**config.mk**
```make
export PLATFORM = sky130hd
export DESIGN_NAME = echo_range_filter
export DESIGN_NICKNAME = d
export VERILOG_FILES = /design/src/rtl/erf_pkg.sv /design/src/rtl/erf_hist_mem.sv /design/src/rtl/erf_div.sv /design/src/rtl/echo_range_filter.sv
export SDC_FILE = /design/constraint.sdc
export NUM_CORES = 2
export LEC_CHECK = 0
export BUFFER_PORTS_ARGS = -buffer_cell sky130_fd_sc_hd__buf_2
export CORE_MARGIN = 5
export CORE_UTILIZATION = 55
export DETAILED_ROUTE_END_ITERATION = 12
export PLACE_DENSITY_LB_ADDON = 0.08
export SLEW_MARGIN = 5
export SYNTH_ARGS = -nofsm -noshare
export SYNTH_HDL_FRONTEND = slang
export SYNTH_SLANG_ARGS = --single-unit
```
**constraint.sdc**
```tcl
create_clock -name aclk -period 16 [get_ports aclk]
set_input_delay 4 -clock aclk [delete_from_list [all_inputs] [get_ports aclk]]
set_output_delay 4 -clock aclk [all_outputs]
set_load 0.01 [all_outputs]
```
**src/rtl/erf_pkg.sv**
```systemverilog
// erf_pkg: shared constants, register map and sequencer states for the echo range filter.
// No dependencies; imported by echo_range_filter.
`default_nettype none

package erf_pkg;

    // ring depth default (entries of history)
    localparam int ERF_DEPTH = 8;

    // field widths
    localparam int ECHO_W     = 16;   // echo width, us
    localparam int MS_W       = 16;   // millisecond counters and periods
    localparam int DIST_W     = 17;   // accepted distance, never above max_distance_q8
    localparam int OUT_DIST_W = 18;   // reported distance
    localparam int CONF_W     = 9;
    localparam int RAW_DIST_W = 19;   // (65535*4496)>>10 needs 19 bits
    localparam int QUO_W      = 17;   // shared divider quotient: mean < 2^17

    // us -> 1/256 cm: (us*4496)>>10
    localparam int          US_K_W   = 13;
    localparam logic [12:0] US_TO_Q8 = 13'd4496;
    localparam int          US_SHIFT = 10;

    localparam logic [17:0] NONE_Q8 = 18'd255744;   // 999 cm

    // confidence limits, variance in 1/65536 cm^2 scaled by n^2
    localparam int          VAR_LO_SHIFT = 16;          // 1 cm^2
    localparam int          CONST_K_W    = 21;
    localparam logic [20:0] VAR_HI_K     = 21'd1638400; // 25 cm^2
    localparam logic [20:0] CONF_TOP_K   = 21'd1966080; // 30 cm^2
    localparam int          CONF_DIV_W   = 13;
    localparam logic [12:0] CONF_DIV_K   = 13'd7680;    // 30 cm^2 / 256
    localparam logic [8:0]  CONF_FULL    = 9'd256;
    localparam logic [8:0]  CONF_LOW     = 9'd51;
    localparam logic [8:0]  CONF_NONE    = 9'd0;

    // register reset values
    localparam logic [15:0] TRIG_PERIOD_RST = 16'd60;
    localparam logic [15:0] TIMEOUT_RST     = 16'd2000;
    localparam logic [16:0] MIN_DIST_RST    = 17'd512;
    localparam logic [16:0] MAX_DIST_RST    = 17'd102400;

    // register map
    localparam int          APB_AW     = 4;
    localparam logic [3:0]  ADDR_TRIG  = 4'h0;
    localparam logic [3:0]  ADDR_TOUT  = 4'h4;
    localparam logic [3:0]  ADDR_MIN   = 4'h8;
    localparam logic [3:0]  ADDR_MAX   = 4'hC;

    typedef enum logic [3:0] {
        ST_IDLE,
        ST_EVAL,
        ST_CHECK,
        ST_SUM,
        ST_MUL,
        ST_NUM,
        ST_MEAN,
        ST_CLASS,
        ST_CONF,
        ST_TOUT,
        ST_OUT
    } erf_state_t;

endpackage

`default_nettype wire

```
**src/rtl/erf_hist_mem.sv**
```systemverilog
// erf_hist_mem: history ring storage, one write and one registered read port.
// Depends on nothing; widths come from the instantiating module.
`default_nettype none

module erf_hist_mem #(
    parameter int DEPTH = 8,
    parameter int AW    = 3,
    parameter int DW    = 17
) (
    input  wire logic          aclk,
    input  wire logic          we,
    input  wire logic [AW-1:0] waddr,
    input  wire logic [DW-1:0] wdata,
    input  wire logic          re,
    input  wire logic [AW-1:0] raddr,
    output logic      [DW-1:0] rdata
);

    logic [DW-1:0] ram [DEPTH];
    logic [DW-1:0] rdata_reg;

    always_ff @(posedge aclk) begin
        if (we) begin
            ram[waddr] <= wdata;
        end
        if (re) begin
            rdata_reg <= ram[raddr];
        end
    end

    assign rdata = rdata_reg;

endmodule

`default_nettype wire

```
**src/rtl/erf_div.sv**
```systemverilog
// erf_div: restoring divider, one quotient bit per cycle, shared by mean and confidence.
// Caller guarantees quotient < 2^QW. Depends on nothing.
`default_nettype none

module erf_div #(
    parameter int NW = 46,
    parameter int BW = 21,
    parameter int QW = 17
) (
    input  wire logic          aclk,
    input  wire logic          aresetn,
    input  wire logic          start,
    input  wire logic [NW-1:0] dividend,
    input  wire logic [BW-1:0] divisor,
    output logic               busy,
    output logic      [QW-1:0] quotient
);

    localparam int XW = (NW > BW + QW - 1) ? NW : BW + QW - 1;
    localparam int SW = $clog2(QW);

    logic [XW-1:0] rem_reg;
    logic [XW-1:0] dsr_reg;
    logic [QW-1:0] q_reg;
    logic [SW-1:0] step_reg;
    logic          busy_reg;
    logic          fits;

    assign fits = (rem_reg >= dsr_reg);

    always_ff @(posedge aclk) begin
        if (!aresetn) begin
            busy_reg <= 1'b0;
        end else if (start) begin
            busy_reg <= 1'b1;
        end else if (busy_reg && (step_reg == '0)) begin
            busy_reg <= 1'b0;
        end
    end

    always_ff @(posedge aclk) begin
        if (start) begin
            rem_reg  <= XW'(dividend);
            dsr_reg  <= XW'(divisor) << (QW - 1);
            q_reg    <= '0;
            step_reg <= SW'(QW - 1);
        end else if (busy_reg) begin
            if (fits) begin
                rem_reg <= rem_reg - dsr_reg;
            end
            q_reg    <= {q_reg[QW-2:0], fits};
            dsr_reg  <= dsr_reg >> 1;
            step_reg <= step_reg - SW'(1);
        end
    end

    assign busy     = busy_reg;
    assign quotient = q_reg;

endmodule

`default_nettype wire

```
**src/rtl/echo_range_filter.sv**
```systemverilog
// echo_range_filter: ultrasonic echo ranging with a moving-average ring and confidence.
// Depends on erf_pkg, erf_hist_mem (history ring) and erf_div (shared divider).
//
//  channel   | ports                       | one request carries
//  ----------+-----------------------------+---------------------------------------------
//  input     | s_tvalid s_tready s_tdata   | tick (tuser 0) or echo width in us (tuser 1)
//            | s_tuser                     |
//  result    | m_tvalid m_tready m_tdata   | trigger, distance, confidence, health, valid
//  config    | psel penable pwrite paddr   | trigger period, timeout, min/max distance
//            | pwdata prdata pready        |
//
// A tick or a rejected echo passes through ST_EVAL, ST_CHECK, ST_TOUT and ST_OUT to the
// result register. An accepted echo walks the ring once through the single memory read
// port (ST_SUM), runs the 17-step divider for the mean (ST_MUL, ST_NUM, ST_MEAN), sorts
// the variance (ST_CLASS) and, when it lies between 1 and 25 cm^2, runs the divider again
// for the confidence (ST_CONF) before ST_TOUT and ST_OUT.
// One request is worked on at a time; the next is taken once the result sits in the
// output register, even while that register is still stalled by m_tready. A result
// waits in its last state while the previous one is still stalled.
// Reset (aresetn, synchronous, active low) restores the register defaults and empties
// the ring through its fill count; the memory itself is never cleared.
`default_nettype none

module echo_range_filter
    import erf_pkg::*;
#(
    parameter int DEPTH = ERF_DEPTH
) (
    input  wire logic              aclk,
    input  wire logic              aresetn,
    // input stream
    input  wire logic              s_tvalid,
    output logic                   s_tready,
    input  wire logic [15:0]       s_tdata,   // [15:0] echo_duration_us
    input  wire logic              s_tuser,   // [0] kind
    // result stream
    output logic                   m_tvalid,
    input  wire logic              m_tready,
    output logic      [31:0]       m_tdata,   // [0] trigger_pulse, [18:1] distance_q8,
                                              // [27:19] confidence_q8, [28] healthy,
                                              // [29] data_valid, [31:30] zero
    // configuration
    input  wire logic              psel,
    input  wire logic              penable,
    input  wire logic              pwrite,
    input  wire logic [APB_AW-1:0] paddr,
    input  wire logic [31:0]       pwdata,
    output logic      [31:0]       prdata,
    output logic                   pready
);

    // derived widths
    localparam int IW    = $clog2(DEPTH);          // ring index
    localparam int CW    = $clog2(DEPTH + 1);      // fill count, 0..DEPTH
    localparam int S1W   = DIST_W + IW;            // sum of entries
    localparam int S2W   = 2 * DIST_W + IW;        // sum of squares
    localparam int NUMW  = 2 * DIST_W + 2 * IW;    // n*S2 and S1^2
    localparam int DENW  = 2 * CW;                 // n^2
    localparam int CMPW  = (NUMW > DENW + CONST_K_W) ? NUMW : DENW + CONST_K_W;
    localparam int BW    = DENW + CONF_DIV_W;      // divisor of the confidence division
    localparam int PRODW = ECHO_W + US_K_W;

    // sequencer
    erf_state_t state_reg;
    erf_state_t state_next;

    // configuration registers
    logic [MS_W-1:0]   trig_period_reg;
    logic [MS_W-1:0]   timeout_reg;
    logic [DIST_W-1:0] min_dist_reg;
    logic [DIST_W-1:0] max_dist_reg;
    logic              cfg_we;

    // request being worked on
    logic                  kind_reg;
    logic [ECHO_W-1:0]     us_reg;
    logic [RAW_DIST_W-1:0] dist_reg;

    // block state
    logic [IW-1:0]         wr_idx_reg;
    logic [CW-1:0]         count_reg;
    logic [OUT_DIST_W-1:0] filt_reg;
    logic [CONF_W-1:0]     conf_reg;
    logic                  healthy_reg;
    logic                  valid_reg;
    logic                  trig_reg;
    logic [MS_W-1:0]       ms_trig_reg;
    logic [MS_W-1:0]       ms_valid_reg;
    logic [MS_W-1:0]       ms_trig_next;
    logic [MS_W-1:0]       ms_valid_next;

    // ring walk and statistics
    logic [CW-1:0]       rd_cnt_reg;
    logic                v1_reg;
    logic                v2_reg;
    logic [DIST_W-1:0]   ent_reg;
    logic [2*DIST_W-1:0] sq_reg;
    logic [S1W-1:0]      s1_reg;
    logic [S2W-1:0]      s2_reg;
    logic [NUMW-1:0]     nsq_reg;
    logic [NUMW-1:0]     s1sq_reg;
    logic [DENW-1:0]     den_reg;
    logic [CMPW-1:0]     num_reg;
    logic [CMPW-1:0]     den_hi_reg;
    logic [CMPW-1:0]     den_top_reg;
    logic [BW-1:0]       den_div_reg;
    logic [CMPW-1:0]     den_lo;

    // memory and divider ports
    logic              mem_we;
    logic              mem_re;
    logic [DIST_W-1:0] mem_rdata;
    logic              div_start;
    logic [CMPW-1:0]   div_a;
    logic [BW-1:0]     div_b;
    logic              div_busy;
    logic [QUO_W-1:0]  div_q;

    // decisions
    logic echo_ok;
    logic rd_more;
    logic sum_done;
    logic var_low;
    logic var_high;
    logic out_load;

    // output register
    logic        m_tvalid_reg;
    logic [31:0] m_tdata_reg;

    // ------------------------------------------------------------------
    // configuration port
    // ------------------------------------------------------------------
    assign pready = 1'b1;
    assign cfg_we = psel & penable & pwrite;

    always_ff @(posedge aclk) begin
        if (!aresetn) begin
            trig_period_reg <= TRIG_PERIOD_RST;
            timeout_reg     <= TIMEOUT_RST;
            min_dist_reg    <= MIN_DIST_RST;
            max_dist_reg    <= MAX_DIST_RST;
        end else if (cfg_we) begin
            unique case (paddr)
                ADDR_TRIG: trig_period_reg <= pwdata[MS_W-1:0];
                ADDR_TOUT: timeout_reg     <= pwdata[MS_W-1:0];
                ADDR_MIN:  min_dist_reg    <= pwdata[DIST_W-1:0];
                ADDR_MAX:  max_dist_reg    <= pwdata[DIST_W-1:0];
                default: ;
            endcase
        end
    end

    always_comb begin
        unique case (paddr)
            ADDR_TRIG: prdata = 32'(trig_period_reg);
            ADDR_TOUT: prdata = 32'(timeout_reg);
            ADDR_MIN:  prdata = 32'(min_dist_reg);
            ADDR_MAX:  prdata = 32'(max_dist_reg);
            default:   prdata = '0;
        endcase
    end

    // ------------------------------------------------------------------
    // combinational decisions
    // ------------------------------------------------------------------
    // tick: both ms counters advance, saturating
    assign ms_valid_next = (!kind_reg && (ms_valid_reg != '1)) ? ms_valid_reg + MS_W'(1)
                                                               : ms_valid_reg;
    assign ms_trig_next  = (!kind_reg && (ms_trig_reg != '1)) ? ms_trig_reg + MS_W'(1)
                                                              : ms_trig_reg;

    // zero width means no echo; min above max rejects all
    assign echo_ok = kind_reg && (us_reg != '0)
                     && (dist_reg >= RAW_DIST_W'(min_dist_reg))
                     && (dist_reg <= RAW_DIST_W'(max_dist_reg));

    assign rd_more  = (rd_cnt_reg < count_reg);
    assign sum_done = !rd_more && !v1_reg && !v2_reg;

    assign den_lo   = CMPW'(den_reg) << VAR_LO_SHIFT;
    assign var_low  = (num_reg < den_lo);
    assign var_high = (num_reg > den_hi_reg);

    // ------------------------------------------------------------------
    // sequencer: next state
    // ------------------------------------------------------------------
    always_comb begin
        state_next = state_reg;
        unique case (state_reg)
            ST_IDLE:  if (s_tvalid) state_next = ST_EVAL;
            ST_EVAL:  state_next = ST_CHECK;
            ST_CHECK: state_next = echo_ok ? ST_SUM : ST_TOUT;
            ST_SUM:   if (sum_done) state_next = ST_MUL;
            ST_MUL:   state_next = ST_NUM;
            ST_NUM:   state_next = ST_MEAN;
            ST_MEAN:  if (!div_busy) state_next = ST_CLASS;
            ST_CLASS: state_next = (var_low || var_high) ? ST_TOUT : ST_CONF;
            ST_CONF:  if (!div_busy) state_next = ST_TOUT;
            ST_TOUT:  state_next = ST_OUT;
            ST_OUT:   if (!m_tvalid_reg || m_tready) state_next = ST_IDLE;
            default:  state_next = ST_IDLE;
        endcase
    end

    // ------------------------------------------------------------------
    // sequencer: outputs
    // ------------------------------------------------------------------
    always_comb begin
        s_tready  = 1'b0;
        mem_we    = 1'b0;
        mem_re    = 1'b0;
        div_start = 1'b0;
        out_load  = 1'b0;
        unique case (state_reg)
            ST_IDLE:  s_tready  = 1'b1;
            ST_CHECK: mem_we    = echo_ok;
            ST_SUM:   mem_re    = rd_more;
            ST_MUL:   div_start = 1'b1;
            ST_CLASS: div_start = !(var_low || var_high);
            ST_OUT:   out_load  = !m_tvalid_reg || m_tready;
            default: ;
        endcase
    end

    always_ff @(posedge aclk) begin
        if (!aresetn) begin
            state_reg <= ST_IDLE;
        end else begin
            state_reg <= state_next;
        end
    end

    // divider operands: mean first, confidence second
    assign div_a = (state_reg == ST_MUL) ? CMPW'(s1_reg) : den_top_reg - num_reg;
    assign div_b = (state_reg == ST_MUL) ? BW'(count_reg) : den_div_reg;

    // ------------------------------------------------------------------
    // block state
    // ------------------------------------------------------------------
    always_ff @(posedge aclk) begin
        if (!aresetn) begin
            wr_idx_reg   <= '0;
            count_reg    <= '0;
            filt_reg     <= NONE_Q8;
            conf_reg     <= CONF_NONE;
            healthy_reg  <= 1'b1;
            valid_reg    <= 1'b0;
            trig_reg     <= 1'b0;
            ms_trig_reg  <= '0;
            ms_valid_reg <= '0;
            rd_cnt_reg   <= '0;
            v1_reg       <= 1'b0;
            v2_reg       <= 1'b0;
        end else begin
            v1_reg <= mem_re;
            v2_reg <= v1_reg;
            if (mem_re) begin
                rd_cnt_reg <= rd_cnt_reg + CW'(1);
            end
            unique case (state_reg)
                ST_EVAL: begin
                    ms_valid_reg <= ms_valid_next;
                    if (ms_trig_next >= trig_period_reg) begin
                        trig_reg    <= 1'b1;
                        ms_trig_reg <= '0;
                    end else begin
                        trig_reg    <= 1'b0;
                        ms_trig_reg <= ms_trig_next;
                    end
                end
                ST_CHECK: begin
                    rd_cnt_reg <= '0;
                    if (echo_ok) begin
                        wr_idx_reg   <= (wr_idx_reg == IW'(DEPTH - 1)) ? '0
                                                                       : wr_idx_reg + IW'(1);
                        if (count_reg != CW'(DEPTH)) begin
                            count_reg <= count_reg + CW'(1);
                        end
                        ms_valid_reg <= '0;
                        healthy_reg  <= 1'b1;
                        valid_reg    <= 1'b1;
                    end
                end
                ST_MEAN: begin
                    if (!div_busy) begin
                        filt_reg <= OUT_DIST_W'(div_q);
                    end
                end
                ST_CLASS: begin
                    if (var_low) begin
                        conf_reg <= CONF_FULL;
                    end else if (var_high) begin
                        conf_reg <= CONF_LOW;
                    end
                end
                ST_CONF: begin
                    if (!div_busy) begin
                        conf_reg <= {1'b0, div_q[7:0]};
                    end
                end
                ST_TOUT: begin
                    if (ms_valid_reg > timeout_reg) begin
                        healthy_reg <= 1'b0;
                        valid_reg   <= 1'b0;
                        filt_reg    <= NONE_Q8;
                        conf_reg    <= CONF_NONE;
                    end
                end
                default: ;
            endcase
        end
    end

    // ------------------------------------------------------------------
    // datapath, no reset needed
    // ------------------------------------------------------------------
    always_ff @(posedge aclk) begin
        if (s_tvalid && s_tready) begin
            kind_reg <= s_tuser;
            us_reg   <= s_tdata[ECHO_W-1:0];
        end
        if (state_reg == ST_EVAL) begin
            dist_reg <= RAW_DIST_W'((PRODW'(us_reg) * PRODW'(US_TO_Q8)) >> US_SHIFT);
        end
        if (state_reg == ST_CHECK) begin
            s1_reg <= '0;
            s2_reg <= '0;
        end else if (v2_reg) begin
            s1_reg <= s1_reg + S1W'(ent_reg);
            s2_reg <= s2_reg + S2W'(sq_reg);
        end
        if (v1_reg) begin
            ent_reg <= mem_rdata;
            sq_reg  <= (2*DIST_W)'(mem_rdata) * (2*DIST_W)'(mem_rdata);
        end
        if (state_reg == ST_MUL) begin
            nsq_reg  <= NUMW'(count_reg) * NUMW'(s2_reg);
            s1sq_reg <= NUMW'(s1_reg) * NUMW'(s1_reg);
            den_reg  <= DENW'(count_reg) * DENW'(count_reg);
        end
        if (state_reg == ST_NUM) begin
            num_reg     <= CMPW'(nsq_reg - s1sq_reg);
            den_hi_reg  <= CMPW'(den_reg) * CMPW'(VAR_HI_K);
            den_top_reg <= CMPW'(den_reg) * CMPW'(CONF_TOP_K);
            den_div_reg <= BW'(den_reg) * BW'(CONF_DIV_K);
        end
    end

    // ------------------------------------------------------------------
    // history ring and divider
    // ------------------------------------------------------------------
    erf_hist_mem #(
        .DEPTH (DEPTH),
        .AW    (IW),
        .DW    (DIST_W)
    ) u_hist (
        .aclk  (aclk),
        .we    (mem_we),
        .waddr (wr_idx_reg),
        .wdata (dist_reg[DIST_W-1:0]),
        .re    (mem_re),
        .raddr (rd_cnt_reg[IW-1:0]),
        .rdata (mem_rdata)
    );

    erf_div #(
        .NW (CMPW),
        .BW (BW),
        .QW (QUO_W)
    ) u_div (
        .aclk     (aclk),
        .aresetn  (aresetn),
        .start    (div_start),
        .dividend (div_a),
        .divisor  (div_b),
        .busy     (div_busy),
        .quotient (div_q)
    );

    // ------------------------------------------------------------------
    // result register
    // ------------------------------------------------------------------
    always_ff @(posedge aclk) begin
        if (!aresetn) begin
            m_tvalid_reg <= 1'b0;
        end else if (out_load) begin
            m_tvalid_reg <= 1'b1;
        end else if (m_tready) begin
            m_tvalid_reg <= 1'b0;
        end
    end

    always_ff @(posedge aclk) begin
        if (out_load) begin
            m_tdata_reg <= {2'b00, valid_reg, healthy_reg, conf_reg, filt_reg, trig_reg};
        end
    end

    assign m_tvalid = m_tvalid_reg;
    assign m_tdata  = m_tdata_reg;

endmodule

`default_nettype wire
```
Word-level counts from Yosys, hierarchy flattened

Memory sizes are Yosys's and may differ from the RTL's. A register that Yosys moved wholly into a read port is not among the register bits.
Cells that the tools add are included.

Register bits: 585
RAM bits: 136
Input port bits: 60
Output and inout port bits: 67
Logic and storage cells: 183
Memories kept: 1

Add/sub/neg operators: 11
Multiply operators: 8
Order comparisons: 8
Equal/unequal tests: 26
Multiplexer cells: 45
Bitwise logic cells: 3
Reduce and logical (&&, ||, !) cells: 42

Memory list:

| memory     | words | bits a word | rd ports | clocked after memory_dff | write ports | RTL line           | source |
|---|---|---|---|---|---|---|---|
| u_hist.ram | 8     | 17          | 1        | 1                        | 1           | erf_hist_mem.sv:19 | `logic [DW-1:0] ram [DEPTH];` |

Operators with widths:

| operator                                            | number |
|---|---|
| 2-to-1 mux 40 bit                                   | 4 |
| 2-to-1 mux 37 bit                                   | 2 |
| case mux 17 bit (4 select lines)                    | 1 |
| 2-to-1 mux 16 bit                                   | 4 |
| case mux 4 bit (11 select lines)                    | 1 |
| >= comparator 40 x 37 -> 1 bit                      | 1 |
| > comparator 40 x 29 -> 1 bit                       | 1 |
| less-than comparator 40 x 24 -> 1 bit               | 1 |
| multiplier 20 x 20 -> 40 bit                        | 1 |
| multiplier 4 x 37 -> 40 bit                         | 1 |
| subtractor 29 x 40 -> 40 bit                        | 1 |
| subtractor 40 x 37 -> 40 bit                        | 1 |
| subtractor 40 bit                                   | 1 |
| adder 37 x 34 -> 37 bit                             | 1 |
| 2-to-1 mux 18 bit                                   | 2 |
| 2-to-1 mux 9 bit                                    | 4 |
| case mux 18 bit (2 select lines)                    | 1 |
| multiplier 17 x 17 -> 34 bit                        | 1 |
| adder 16 x 1 -> 16 bit (second input constant)      | 2 |
| != test 16 bit (second input constant)              | 2 |
| case mux 16 bit (2 select lines)                    | 1 |
| case mux 9 bit (3 select lines)                     | 1 |
| multiplier 16 x 9 -> 25 bit (second input constant) | 1 |
| multiplier 8 x 4 -> 12 bit (second input constant)  | 2 |
| 39 further kinds                                    | 105 |

Logic depth before layout (Yosys ltp)

Depth in word-level cells: 7
Gate-level depth with buffers: 29
Depth with buffers taken out: 27

By module

A second synthesis with hierarchy kept.

Cell total of the unflattened synthesis: 6457
Area total of the unflattened synthesis: 63656.1 µm²

By module, submodules not included:

| module            | instances | cells an instance | area each (µm²) |
|---|---|---|---|
| echo_range_filter | 1         | 5553              | 51632.0 |
| erf_div           | 1         | 677               | 6254.7 |
| erf_hist_mem      | 1         | 227               | 5769.3 |

Least setup slack after synthesis

OpenSTA, ideal clock, no wires.

Path type: input-to-output
Start: in paddr[1]
End: out prdata[10]
Data arrival time: 5.333 ns
Data required time: 12.000 ns
Path slack: 6.667 ns
Stages on the path: 4
Cells stage by stage: nor4_1 > clkbuf_1 > a22oi_1 > nand2_1

Word-level cells in the longest chain between the ends: 2
Elaborated cells between the ends (all ways): 5

Ends and longest elaborated chain:

| item                                        | RTL line                 | source |
|---|---|---|
| from (decl)                                 | echo_range_filter.sv:46  | `input wire logic [APB_AW-1:0] paddr,` |
| equality test 4 bit (tied with other cells) | echo_range_filter.sv:155 | `unique case (paddr)` |
| case mux 17 bit (4 select lines) (*)        | echo_range_filter.sv:155 |  |
| to (decl)                                   | echo_range_filter.sv:48  | `output logic [31:0] prdata,` |

Mark *: on every way between the ends. The rest lies on a longest branch, timed or not.

Worst setup path in the final report

Start: in paddr[1]
End: out prdata[7]

Same word-level chain as after synthesis.

==> flow_metrics.tcl <==
set metrics [dict create \
    avgSynthCellArea_um2 9.906 \
    start_util_pct 55.47 \
    die_y_um 347.1 \
    io_pins 127 \
    avgRoutedWirePerCell_um 17.55 \
    p_sw_share_pct 31.37 \
    power_density_mw_per_mm2 89.55 \
    port_buffers 93 \
    cts_max_level 3 \
    fmax_mhz 101.6 \
    place_ws_ns 6.184 \
    hp-class "reg2reg" \
    comb_power_share_pct 26.8 \
    cts_sinks 719 \
    antenna_found_initial 0 \
    dp_hpwl_mm 106.5 \
    p_int_mw 4.152 \
    syn_to_final_growth_pct 8.122 \
    drtAntennaViolNets 0 \
    cp-end-kind "primary output" \
    setup_viol 0 \
    cts_setup_buffers 0 \
    final_common_cell "inv_1" \
    path_max_fanout 18 \
    path_class "in2out" \
    cts-root-buf "clkbuf_16" \
    max_cap_violations 0 \
    cts_tree "yes" \
    drt-initial-drc-count 2460 \
    layout_common_cells "inv_1, ha_1, nand2_1" \
    yosysSeqAreaShare_pct 30.68 \
    synth_area_mm2 0.06248 \
    drcViolationCount 0 \
    drive_gt1_share_pct 6.536 \
    finalCriticalPeriod_ns 9.844 \
    vias_per_cell 5.411 \
    grt_usage_pct 23.50 \
    grt_max_degree 87 \
    p_clk_share_pct 33.8 \
    hold_violations 0 \
    fin_area_mm2 0.06756 \
    outcome "finished, final reports clean" \
    synthCells 6308 \
    firstDrtPassIters 5 \
    setup_ws_ns 6.156 \
    worstPathRequired_ns 12.00 \
    die_area_mm2 0.1205 \
    post_dp_cell_area_mm2 0.06461 \
    switching_power_mw 1.898 \
    power_mw 6.050 \
    grt-ovfl-total 0 \
    grt_pass1_wl_mm 231.4 \
    yosys_register_bits 719 \
    crit_path_start_kind "primary input" \
    cts_max_path_buffers 3 \
    synth_ff_type "edfxtp_1" \
    synth-edff-count 477 \
    grt_pass1_vias 44090 \
    cts.clk_slew.worst_paths_ns 0.06 \
    postLayoutCoreUtil_pct 59.97 \
    cts_hold_buf 0 \
    p_leak_nw 32.01 \
    cp.arrival_ns 5.84 \
    clock_skew_ns 0.03523 \
    clk_latency_ns 0.69 \
    relSlewSlack_pct 21.22 \
    setup_tns_ns 0 \
    fin_crit_sh_pct 61.52 \
    ys_types 99 \
    largest_register_ffs 136 \
    largest-register "u_hist.ram" \
    pwr-share-seq_pct 39.4 \
    ys.warnings.count 0 \
    num_vias 42980 \
    gp_congestion 0.8572 \
    async_flop_share_pct 0 \
    ctsResizeCount 0 \
    slew_viol_final 0 \
    rows 123 \
    grt_setup_unrepaired "false" \
    fp.dieW_um 347.1 \
    routed_wl_mm 139.4 \
    worstMarginPinSlew_ns 1.177 \
    cts_inserted_buffers 83 \
    fin_nets 7667 \
    core_area_mm2 0.1127 \
    peakVddDrop_mv 0.1387 \
]
## per-stage QoR
step,std cells,hold WS (ns)
after floorplan,6327,0.4030
after global placement,7786,0.4133
after detailed placement,7786,0.4205
after CTS,7941,0.4238
after global routing,7941,0.4389
final,7942,0.4223
## routing by layer
layer	global-route usage, %	up-vias	routed length, um
met5	0	-	0
met4	6.780	0	4296
met3	3.216	233	6037
met2	38.06	813	64130
met1	33.36	20840	64880
li1	-	21090	-
## path summary, 6_finish.rpt
path	slack, ns	cells after the start	end	start
setup / recovery	6.16	7	prdata[7]	paddr[1]
hold reg to reg	0.42	0	m_tdata[5]	filt_reg[4]
hold / removal	0.42	0	m_tdata[5]	filt_reg[4]
setup reg to reg	7.92	26	s1sq_reg[38]	s1_reg[12]
## worst max-delay path: stages
cell and delay, ns:
buf_2 0.11, nor2_1 0.16, nand2_1 0.07, nor2_1 0.86, a22oi_1 0.26, nand2_1 0.21, buf_2 0.16
## layout make-up
cell class	instances	area [um^2]
clock inverters	47	644.4
well taps	1500	1877
inverters	1066	4004
clock buffers	108	2305
flip-flops and latches	719	19170
multi-input cells	4346	38620
repair buffers	155	930.9
diodes	1	2.502
fillers	9648	45090
## kinds of logic (layout without fill, tap and decap cells)
| group | Yosys count | after routing | synth area share (%) |
|---|---|---|---|
| simple gates | 1618 | 1618 | 12.01 |
| buf+inv | 1262 | 1376 | 7.747 |
| fa+ha+maj | 1236 | 1236 | 31.71 |
| compound gates | 1012 | 1012 | 10.45 |
| flops | 719 | 719 | 30.68 |
| xor+xnor | 340 | 340 | 4.766 |
| mux | 119 | 119 | 2.627 |
| other cells | 2 | 22 | 0.01202 |
## Yosys cell counts, drive strengths merged, types with 10 or more instances
master | count | share of area (%)
buf | 40 | 0.41
mux2i | 65 | 1.0
dfxtp | 242 | 7.8
o221ai | 14 | 0.20
or3 | 21 | 0.21
xor2 | 116 | 1.6
nor2 | 355 | 2.1
o21ai | 165 | 1.3
a31oi | 30 | 0.30
or2 | 19 | 0.19
a21o | 145 | 1.7
a21boi | 10 | 0.13
nand3 | 105 | 0.84
nand2 | 653 | 3.9
a21oi | 338 | 2.7
nand4 | 40 | 0.40
ha | 657 | 13
and2 | 180 | 1.8
xnor2 | 224 | 3.1
o22ai | 12 | 0.12
o21bai | 49 | 0.59
nor2b | 43 | 0.43
o211ai | 28 | 0.34
mux4 | 34 | 1.2
nand2b | 46 | 0.46
nor4 | 18 | 0.18
a211oi | 30 | 0.37
inv | 1063 | 6.4
mux2 | 20 | 0.36
fa | 579 | 19
edfxtp | 477 | 23
nor3 | 69 | 0.58
clkbuf | 156 | 0.94
o21a | 51 | 0.61
o31ai | 15 | 0.18
and3 | 36 | 0.36
a22oi | 41 | 0.49
a31o | 10 | 0.14
## power by group through the flow
stage	Sequential, mW	Clock [mW]	Combinational, mW
2_1_floorplan	2.35	0	1.27
3_3_place_gp	2.42	0	1.59
3_5_place_dp	2.43	0	1.62
4_1_cts	2.39	2.09	1.64
5_1_grt	2.40	2.17	1.88
6_report	2.39	2.04	1.62
Note: power is estimated with default switching activity, not from simulation.
